File: src/hdl/dlr_pkg.sv
// Shared types and constants for the DDA line rasterizer.
`default_nettype none
package dlr_pkg;

  localparam int COLOR_BITS = 24;
  localparam logic [COLOR_BITS-1:0] COLOR_RESET = 24'hFF0000;

  localparam logic OP_START   = 1'b0;
  localparam logic OP_ADVANCE = 1'b1;

  typedef enum logic [1:0] {
    ST_IDLE,
    ST_DIV,
    ST_SLOPE
  } state_t;

  // Commands from controller to datapath
  typedef struct packed {
    logic start;       // load a new line and emit its start pixel
    logic advance;     // step the active line and emit a pixel
    logic div_step;    // one restoring division step
    logic slope_load;  // write the signed slope from the quotient
  } cmd_t;

  // Status from datapath to controller
  typedef struct packed {
    logic amaj_zero;   // the offered start word describes a zero-length line
  } stat_t;

endpackage
`default_nettype wire

File: src/hdl/dda_line_rasterizer.sv
// Top level of the DDA line rasterizer: controller, datapath and ports.
// A result word is offered in the cycle after its input word is accepted.
// Advance words run at one per cycle while the output is taken; a nonzero-length start
// word holds the input while the one-bit-per-cycle slope divider runs and the slope is
// loaded; a zero-length start does not. Configuration writes are taken every cycle.
// Reset (rst_n low, synchronous) idles the controller, drops the active line and
// sets the pixel color to 0xFF0000.
`default_nettype none
module dda_line_rasterizer #(
  parameter int COORD_BITS = 12,
  parameter int FRAC_BITS  = 16
) (
  input  wire logic                           clk,
  input  wire logic                           rst_n,
  input  wire logic                           in_valid,
  output logic                                in_ready,
  input  wire logic                           in_opcode,
  input  wire logic [COORD_BITS-1:0]          in_x_start,
  input  wire logic [COORD_BITS-1:0]          in_y_start,
  input  wire logic [COORD_BITS-1:0]          in_x_end,
  input  wire logic [COORD_BITS-1:0]          in_y_end,
  output logic                                out_valid,
  input  wire logic                           out_ready,
  output logic                                out_pixel_valid,
  output logic [COORD_BITS-1:0]               out_pixel_x,
  output logic [COORD_BITS-1:0]               out_pixel_y,
  output logic [dlr_pkg::COLOR_BITS-1:0]      out_pixel_color_res,
  output logic                                out_last_pixel,
  input  wire logic                           cfg_valid,
  output logic                                cfg_ready,
  input  wire logic [dlr_pkg::COLOR_BITS-1:0] cfg_pixel_color
);

  dlr_pkg::cmd_t  cmd;
  dlr_pkg::stat_t stat;

  // Color register accepts a write every cycle
  assign cfg_ready = 1'b1;

  dlr_ctrl #(
    .FRAC_BITS (FRAC_BITS)
  ) u_ctrl (
    .clk       (clk),
    .rst_n     (rst_n),
    .in_valid  (in_valid),
    .in_opcode (in_opcode),
    .in_ready  (in_ready),
    .out_valid (out_valid),
    .out_ready (out_ready),
    .stat      (stat),
    .cmd       (cmd)
  );

  dlr_datapath #(
    .COORD_BITS (COORD_BITS),
    .FRAC_BITS  (FRAC_BITS)
  ) u_datapath (
    .clk                 (clk),
    .rst_n               (rst_n),
    .cmd                 (cmd),
    .stat                (stat),
    .in_x_start          (in_x_start),
    .in_y_start          (in_y_start),
    .in_x_end            (in_x_end),
    .in_y_end            (in_y_end),
    .cfg_we              (cfg_valid && cfg_ready),
    .cfg_pixel_color     (cfg_pixel_color),
    .out_pixel_valid     (out_pixel_valid),
    .out_pixel_x         (out_pixel_x),
    .out_pixel_y         (out_pixel_y),
    .out_pixel_color_res (out_pixel_color_res),
    .out_last_pixel      (out_last_pixel)
  );

endmodule
`default_nettype wire

File: src/hdl/dlr_ctrl.sv
// Controller state machine for the DDA line rasterizer.
`default_nettype none
module dlr_ctrl #(
  parameter int FRAC_BITS = 16
) (
  input  wire logic          clk,
  input  wire logic          rst_n,
  input  wire logic          in_valid,
  input  wire logic          in_opcode,
  output logic               in_ready,
  output logic               out_valid,
  input  wire logic          out_ready,
  input  wire dlr_pkg::stat_t stat,
  output dlr_pkg::cmd_t      cmd
);

  localparam int CNT_BITS = $clog2(FRAC_BITS + 1);
  localparam logic [CNT_BITS-1:0] CNT_LAST = CNT_BITS'(FRAC_BITS);

  dlr_pkg::state_t     state_r, state_nxt;
  logic [CNT_BITS-1:0] cnt_r, cnt_nxt;
  logic                out_valid_r, out_valid_nxt;
  logic                accept;

  // State, step counter and output valid
  always_ff @(posedge clk) begin
    if (!rst_n) begin
      state_r     <= dlr_pkg::ST_IDLE;
      cnt_r       <= '0;
      out_valid_r <= 1'b0;
    end else begin
      state_r     <= state_nxt;
      cnt_r       <= cnt_nxt;
      out_valid_r <= out_valid_nxt;
    end
  end

  assign in_ready  = (state_r == dlr_pkg::ST_IDLE) && (!out_valid_r || out_ready);
  assign accept    = in_valid && in_ready;
  assign out_valid = out_valid_r;

  // Next state and commands
  always_comb begin
    state_nxt     = state_r;
    cnt_nxt       = cnt_r;
    cmd           = '0;
    out_valid_nxt = out_valid_r && !out_ready;
    case (state_r)
      dlr_pkg::ST_IDLE: begin
        if (accept) begin
          out_valid_nxt = 1'b1;
          if (in_opcode == dlr_pkg::OP_START) begin
            cmd.start = 1'b1;
            if (!stat.amaj_zero) begin
              state_nxt = dlr_pkg::ST_DIV;
              cnt_nxt   = '0;
            end
          end else begin
            cmd.advance = 1'b1;
          end
        end
      end
      dlr_pkg::ST_DIV: begin
        cmd.div_step = 1'b1;
        cnt_nxt      = cnt_r + CNT_BITS'(1);
        if (cnt_r == CNT_LAST) begin
          state_nxt = dlr_pkg::ST_SLOPE;
        end
      end
      dlr_pkg::ST_SLOPE: begin
        cmd.slope_load = 1'b1;
        state_nxt      = dlr_pkg::ST_IDLE;
      end
      default: begin
        state_nxt = dlr_pkg::ST_IDLE;
      end
    endcase
  end

  // Checks
  a_busy_no_ready: assert property (@(posedge clk) disable iff (!rst_n)
    (state_r != dlr_pkg::ST_IDLE) |-> !in_ready)
    else $error("input taken while slope division runs");

  a_div_enter: assert property (@(posedge clk) disable iff (!rst_n)
    (accept && in_opcode == dlr_pkg::OP_START && !stat.amaj_zero)
      |=> (state_r == dlr_pkg::ST_DIV && cnt_r == '0))
    else $error("nonzero line start did not begin division");

  a_div_exit: assert property (@(posedge clk) disable iff (!rst_n)
    (state_r == dlr_pkg::ST_DIV && cnt_r == CNT_LAST) |=> (state_r == dlr_pkg::ST_SLOPE))
    else $error("division did not end after its last step");

  a_result_follows: assert property (@(posedge clk) disable iff (!rst_n)
    accept |=> out_valid_r)
    else $error("accepted word produced no result");

endmodule
`default_nettype wire

File: src/hdl/dlr_datapath.sv
// Datapath of the DDA line rasterizer: line state, slope divider, output register.
`default_nettype none
module dlr_datapath #(
  parameter int COORD_BITS = 12,
  parameter int FRAC_BITS  = 16
) (
  input  wire logic                          clk,
  input  wire logic                          rst_n,
  input  wire dlr_pkg::cmd_t                 cmd,
  output dlr_pkg::stat_t                     stat,
  input  wire logic [COORD_BITS-1:0]         in_x_start,
  input  wire logic [COORD_BITS-1:0]         in_y_start,
  input  wire logic [COORD_BITS-1:0]         in_x_end,
  input  wire logic [COORD_BITS-1:0]         in_y_end,
  input  wire logic                          cfg_we,
  input  wire logic [dlr_pkg::COLOR_BITS-1:0] cfg_pixel_color,
  output logic                               out_pixel_valid,
  output logic [COORD_BITS-1:0]              out_pixel_x,
  output logic [COORD_BITS-1:0]              out_pixel_y,
  output logic [dlr_pkg::COLOR_BITS-1:0]     out_pixel_color_res,
  output logic                               out_last_pixel
);

  localparam int C          = COORD_BITS;
  localparam int SLOPE_BITS = FRAC_BITS + 2;
  localparam int ACC_BITS   = COORD_BITS + FRAC_BITS + 2;
  localparam logic [ACC_BITS-1:0] HALF = ACC_BITS'(1) << (FRAC_BITS - 1);

  // Line state
  logic                      major_is_x_r;
  logic [C-1:0]              major_coord_r;
  logic [C-1:0]              major_end_r;
  logic                      step_neg_r;
  logic                      minor_neg_r;
  logic [ACC_BITS-1:0]       acc_r;
  logic [SLOPE_BITS-1:0]     slope_r;
  logic                      line_active_r;
  logic [dlr_pkg::COLOR_BITS-1:0] color_r;

  // Divider state
  logic [C-1:0]              amaj_r;
  logic [C:0]                rem_r;
  logic [FRAC_BITS:0]        quo_r;

  // Start word decode
  logic [C-1:0] adx, ady, amaj, amin, mstart, mend, nstart, nend;
  logic         maj_x;

  always_comb begin
    adx   = (in_x_end >= in_x_start) ? (in_x_end - in_x_start) : (in_x_start - in_x_end);
    ady   = (in_y_end >= in_y_start) ? (in_y_end - in_y_start) : (in_y_start - in_y_end);
    maj_x = (adx >= ady);
    if (maj_x) begin
      amaj = adx; amin = ady; mstart = in_x_start; mend = in_x_end;
      nstart = in_y_start; nend = in_y_end;
    end else begin
      amaj = ady; amin = adx; mstart = in_y_start; mend = in_y_end;
      nstart = in_x_start; nend = in_x_end;
    end
  end

  assign stat.amaj_zero = (amaj == '0);

  // Division step: compare, subtract, shift
  logic [C+1:0]          div_diff;
  logic                  div_ge;
  logic [C:0]            div_rem;
  always_comb begin
    div_diff = {1'b0, rem_r} - {2'b00, amaj_r};
    div_ge   = !div_diff[C+1];
    div_rem  = div_ge ? div_diff[C:0] : rem_r;
  end

  // Advance step
  logic [C-1:0]          major_nxt;
  logic [ACC_BITS-1:0]   acc_nxt, acc_round;
  logic [C-1:0]          minor_rnd;
  logic                  at_end;
  always_comb begin
    major_nxt = step_neg_r ? (major_coord_r - C'(1)) : (major_coord_r + C'(1));
    acc_nxt   = acc_r + {{(ACC_BITS-SLOPE_BITS){slope_r[SLOPE_BITS-1]}}, slope_r};
    acc_round = acc_nxt + HALF;
    minor_rnd = acc_round[FRAC_BITS +: C];
    at_end    = (major_nxt == major_end_r);
  end

  // Control-like state with reset
  always_ff @(posedge clk) begin
    if (!rst_n) begin
      line_active_r <= 1'b0;
      color_r       <= dlr_pkg::COLOR_RESET;
    end else begin
      if (cfg_we) begin
        color_r <= cfg_pixel_color;
      end
      if (cmd.start) begin
        line_active_r <= !stat.amaj_zero;
      end else if (cmd.advance && line_active_r && at_end) begin
        line_active_r <= 1'b0;
      end
    end
  end

  // Line registers, divider and output word
  logic [SLOPE_BITS-1:0] slope_mag;
  assign slope_mag = {1'b0, quo_r};

  always_ff @(posedge clk) begin
    if (cmd.start) begin
      major_is_x_r  <= maj_x;
      major_coord_r <= mstart;
      major_end_r   <= mend;
      step_neg_r    <= (mend < mstart);
      minor_neg_r   <= (nend < nstart);
      acc_r         <= ACC_BITS'(nstart) << FRAC_BITS;
      slope_r       <= '0;
      amaj_r        <= amaj;
      rem_r         <= {1'b0, amin};
      quo_r         <= '0;
      out_pixel_valid     <= 1'b1;
      out_pixel_x         <= in_x_start;
      out_pixel_y         <= in_y_start;
      out_pixel_color_res <= color_r;
      out_last_pixel      <= stat.amaj_zero;
    end
    if (cmd.div_step) begin
      rem_r <= {div_rem[C-1:0], 1'b0};
      quo_r <= {quo_r[FRAC_BITS-1:0], div_ge};
    end
    if (cmd.slope_load) begin
      slope_r <= minor_neg_r ? (SLOPE_BITS'(0) - slope_mag) : slope_mag;
    end
    if (cmd.advance) begin
      if (line_active_r) begin
        major_coord_r       <= major_nxt;
        acc_r               <= acc_nxt;
        out_pixel_valid     <= 1'b1;
        out_pixel_x         <= major_is_x_r ? major_nxt : minor_rnd;
        out_pixel_y         <= major_is_x_r ? minor_rnd : major_nxt;
        out_pixel_color_res <= color_r;
        out_last_pixel      <= at_end;
      end else begin
        out_pixel_valid     <= 1'b0;
        out_pixel_x         <= '0;
        out_pixel_y         <= '0;
        out_pixel_color_res <= '0;
        out_last_pixel      <= 1'b0;
      end
    end
  end

endmodule
`default_nettype wire
File: config.mk
export PLATFORM = sky130hd
export DESIGN_NAME = dda_line_rasterizer
export DESIGN_NICKNAME = d
export VERILOG_FILES = /design/src/hdl/dlr_pkg.sv /design/src/hdl/dda_line_rasterizer.sv /design/src/hdl/dlr_ctrl.sv /design/src/hdl/dlr_datapath.sv
export SDC_FILE = /design/constraint.sdc
export NUM_CORES = 1
export LEC_CHECK = 0
export BUFFER_PORTS_ARGS = -buffer_cell sky130_fd_sc_hd__buf_2
export CORE_MARGIN = 3
export CORE_UTILIZATION = 45
export DETAILED_ROUTE_END_ITERATION = 8
export SYNTH_ARGS = -nofsm -noshare
export SYNTH_HDL_FRONTEND = slang
export SYNTH_SLANG_ARGS = --single-unit
File: constraint.sdc
create_clock -name clk -period 8.1 [get_ports clk]
set_input_delay 1.62 -clock clk [delete_from_list [all_inputs] [get_ports clk]]
set_output_delay 1.62 -clock clk [all_outputs]
set_load 0.05 [all_outputs]
==> flow_metrics.tcl <==
set metrics [dict create \
    fin_nets 1999 \
    irDropWorstVdd_mv 0.195 \
    first_global_vias 12100 \
    critPathArrivalTime_ns 7.67 \
    critPathLaunchType "input port" \
    status "finished clean" \
    powerDensity_mw_per_mm2 300 \
    synthToLayoutAreaGrowth_pct 11.0 \
    core_mm2 0.0320 \
    crit_fanout 78 \
    antenna_left 0 \
    clkLatencyLatePin_ns 0.46 \
    nFillCells 3045 \
    syn_area_mm2 0.0147 \
    reg2reg_to "u_datapath.out_pixel_x[10]$_DFFE_PP_" \
    clk_pin_slew_worst_paths_ns 0.08 \
    synth_top_cells_by_area "edfxtp_1 (25%), ha_1 (11%), dfxtp_1 (10%)" \
    path_buf_inv 4 \
    fmax_mhz 136 \
    dieArea_mm2 0.0350 \
    grt_overflow 0 \
    grt_pass1_wl_um 68800 \
    drive_gt1_frac 0.120 \
    worst_slack_ns 0.731 \
    die_w_um 187 \
    grt_max_degree 79 \
    htree_levels 4 \
    syn_inst 1699 \
    hold_depth 2 \
    synth.avg_cell_area_um2 8.68 \
    drc 0 \
    post_drt_wl_per_cell_um 19.5 \
    cts_setup_buffers 0 \
    critPathKind "in -> reg" \
    synth_fp_nets 1917 \
    power_leakage_nw 6.97 \
    synthArstFlopShare 0 \
    synth_edf_count 124 \
    grtUsageTotal 0.247 \
    vias 12700 \
    synth.distinct_cells 85 \
    ys_seq_elements 198 \
    multi_input_area_mm2 0.00882 \
    gp_congestion 0.975 \
    rows 65 \
    cts_tree "yes" \
    fp.dieH_um 187 \
    hp-class "reg -> reg" \
    yosysWarningCount 0 \
    finalSetupTns_ns 0 \
    ff2ff_path_depth 11 \
    relSlewSlack 0.169 \
    seq_area_frac_synth 0.353 \
    ioPinCount 131 \
    worst_slew_pin_slew_ns 1.25 \
    yosys_most_used_dff "edfxtp_1" \
    cpPeakStageDelay_ns 0.42 \
    crit_required_ns 8.40 \
    max-cap-violations 0 \
    reg2reg_slack_ns 3.78 \
    final-setup-viol-count 0 \
    start_util 0.461 \
    cts_buffer_depth 2 \
    io_buffers 129 \
    drv_slew 0 \
    crit_family "compound AO/OA/AOI/OAI gates" \
    cts_sinks 198 \
    dr.first_iter.drc_count 939 \
    cts-buffers-inserted 17 \
    synth_area_leader_cell "edfxtp_1" \
    drt_pass1_iterations 6 \
    viasPerCell 5.70 \
    cts_root_buffer "clkbuf_16" \
    period_needed_ns 7.37 \
    fin_crit_sh 0.910 \
    crit_path_end_kind "flop" \
    cts_hold_buf 0 \
    critPathSlowestCell "xnor2_1" \
    hold_path.startpoint "u_datapath.acc_r[15]$_DFF_P_" \
    rsz0062_at_grt "no" \
    hold_viol 0 \
    ff_latch_area_mm2 0.00520 \
    drt_wl_total_um 43400 \
    synth_top_area_frac 0.252 \
    pre_cts_ws_ns 0.490 \
    timing.rr.start "u_datapath.slope_r[17]$_SDFFCE_PN0P_" \
    min_to "u_datapath.acc_r[15]$_DFF_P_" \
    clock_skew_ns 0.0212 \
    cts_resized 0 \
    hpwl_um 33400 \
    antenna_found_initial 3 \
]
-- per-layer routing --
metal  vias to the layer above  part of all wire  GRT usage  wire, um
met5                         -           0.00062          0        27
met4                         4             0.024     0.0736      1040
met3                        57             0.055     0.0347      2380
met2                       394              0.47      0.409     20400
met1                      5969              0.45      0.337     19600
li1                       6285                 -          -         -
-- placed cells by master, fill, tap and decap left out, types with 14 or more instances in the layout --
cell type,n
edfxtp_1,124
o21ai_0,134
nand2b_1,22
clkbuf_16,17
a21o_1,28
nor2_1,156
nand2_1,157
dfxtp_1,74
inv_1,105
nand3_1,49
buf_2,129
mux2i_1,56
o211ai_1,27
nand4_1,16
buf_4,14
a21oi_1,138
and2_1,44
xnor2_1,41
nor2b_1,15
o22ai_1,20
xor2_1,44
nor3_1,26
ha_1,133
-- cells in the mapped netlist, types with 27 or more instances --
library cell,number
o211ai_1,27
dfxtp_1,74
edfxtp_1,124
clkbuf_1,53
and2_1,44
nand3_1,49
xor2_1,44
nor2_1,156
ha_1,133
nand2_1,158
o21ai_0,134
a21oi_1,138
xnor2_1,41
a21o_1,28
inv_1,105
mux2i_1,56
-- tightest hold or removal path, cell delays in order, from the launching register on --
cell and delay [ns]:
dfxtp_1 0.32, nand3_1 0.06, nand2_1 0.05
-- how the worst max path moves through the flow --
stage,startpoint,end,slack (ns),cells past startpoint
floorplan,in_x_start[7],u_datapath.minor_neg_r$_DFFE_PP_,0.64,33
global placement,in_x_start[7],u_datapath.step_neg_r$_DFFE_PP_,0.62,28
detailed placement,in_x_end[0],u_datapath.step_neg_r$_DFFE_PP_,0.49,30
CTS,in_x_end[0],u_datapath.step_neg_r$_DFFE_PP_,0.94,30
global route,in_x_end[0],u_datapath.step_neg_r$_DFFE_PP_,0.29,30
finish,in_x_end[0],u_datapath.step_neg_r$_DFFE_PP_,0.73,30
-- kinds of logic (layout without fill, tap and decap cells) --
group | after synthesis | in the layout | share of synthesized area
buffers and inverters | 189 | 284 | 0.0495
muxes | 64 | 64 | 0.0441
adders and majority gates | 140 | 140 | 0.122
AOI/OAI and AO/OA | 472 | 472 | 0.201
DFF | 198 | 198 | 0.353
other | 1 | 2 | 0.000254
xor gates and xnor gates | 85 | 85 | 0.0505
and+or+nand+nor | 550 | 550 | 0.180
-- metrics by stage --
stage / cells / util / power [W] / hold WS (ns) / instance area [um^2]
2_1_floorplan: 1699 / - / 0.00327 / 0.433 / 14700
3_3_place_gp: 2197 / 0.493 / 0.00394 / 0.445 / 15700
3_5_place_dp: 2197 / 0.493 / 0.00396 / 0.449 / 15700
4_1_cts: 2229 / 0.512 / 0.00490 / 0.471 / 16400
5_1_grt: 2230 / 0.512 / 0.00528 / 0.494 / 16400
6_report: 2230 / 0.512 / 0.00491 / 0.466 / 16400
-- cell type report --
class / instances / area share
inverters: 108 / 0.0248
diodes: 1 / 0.000153
multi-input cells: 1312 / 0.539
flip-flops and latches: 198 / 0.318
well taps: 435 / 0.0332
repair buffers: 144 / 0.0471
clock buffers: 17 / 0.0260
clock inverters: 15 / 0.0123
-- registers in the layout, indices dropped and copies added (netlist names) --
| name | flops |
|---|---|
| u_ctrl.cnt_r | 5 |
| u_ctrl.out_valid | 1 |
| u_ctrl.state_r | 2 |
| u_datapath.acc_r | 28 |
| u_datapath.amaj_r | 12 |
| u_datapath.color_r | 24 |
| u_datapath.line_active_r | 1 |
| u_datapath.major_coord_r | 12 |
| u_datapath.major_end_r | 12 |
| u_datapath.major_is_x_r | 1 |
| u_datapath.minor_neg_r | 1 |
| u_datapath.out_last_pixel | 1 |
| u_datapath.out_pixel_color_res | 24 |
| u_datapath.out_pixel_valid | 1 |
| u_datapath.out_pixel_x | 12 |
| u_datapath.out_pixel_y | 12 |
| u_datapath.quo_r | 17 |
| u_datapath.rem_r | 13 |
| u_datapath.slope_r | 18 |
| u_datapath.step_neg_r | 1 |
-- report_power, final --
group	switching [W]	total (W)	internal [W]	leakage [nW]
combinational	0.00166	0.00262	0.000962	4.87
clock	0.000448	0.000925	0.000477	0.305
sequential	0.000108	0.00137	0.00126	1.80
Note: power is estimated with default switching activity, not from simulation.
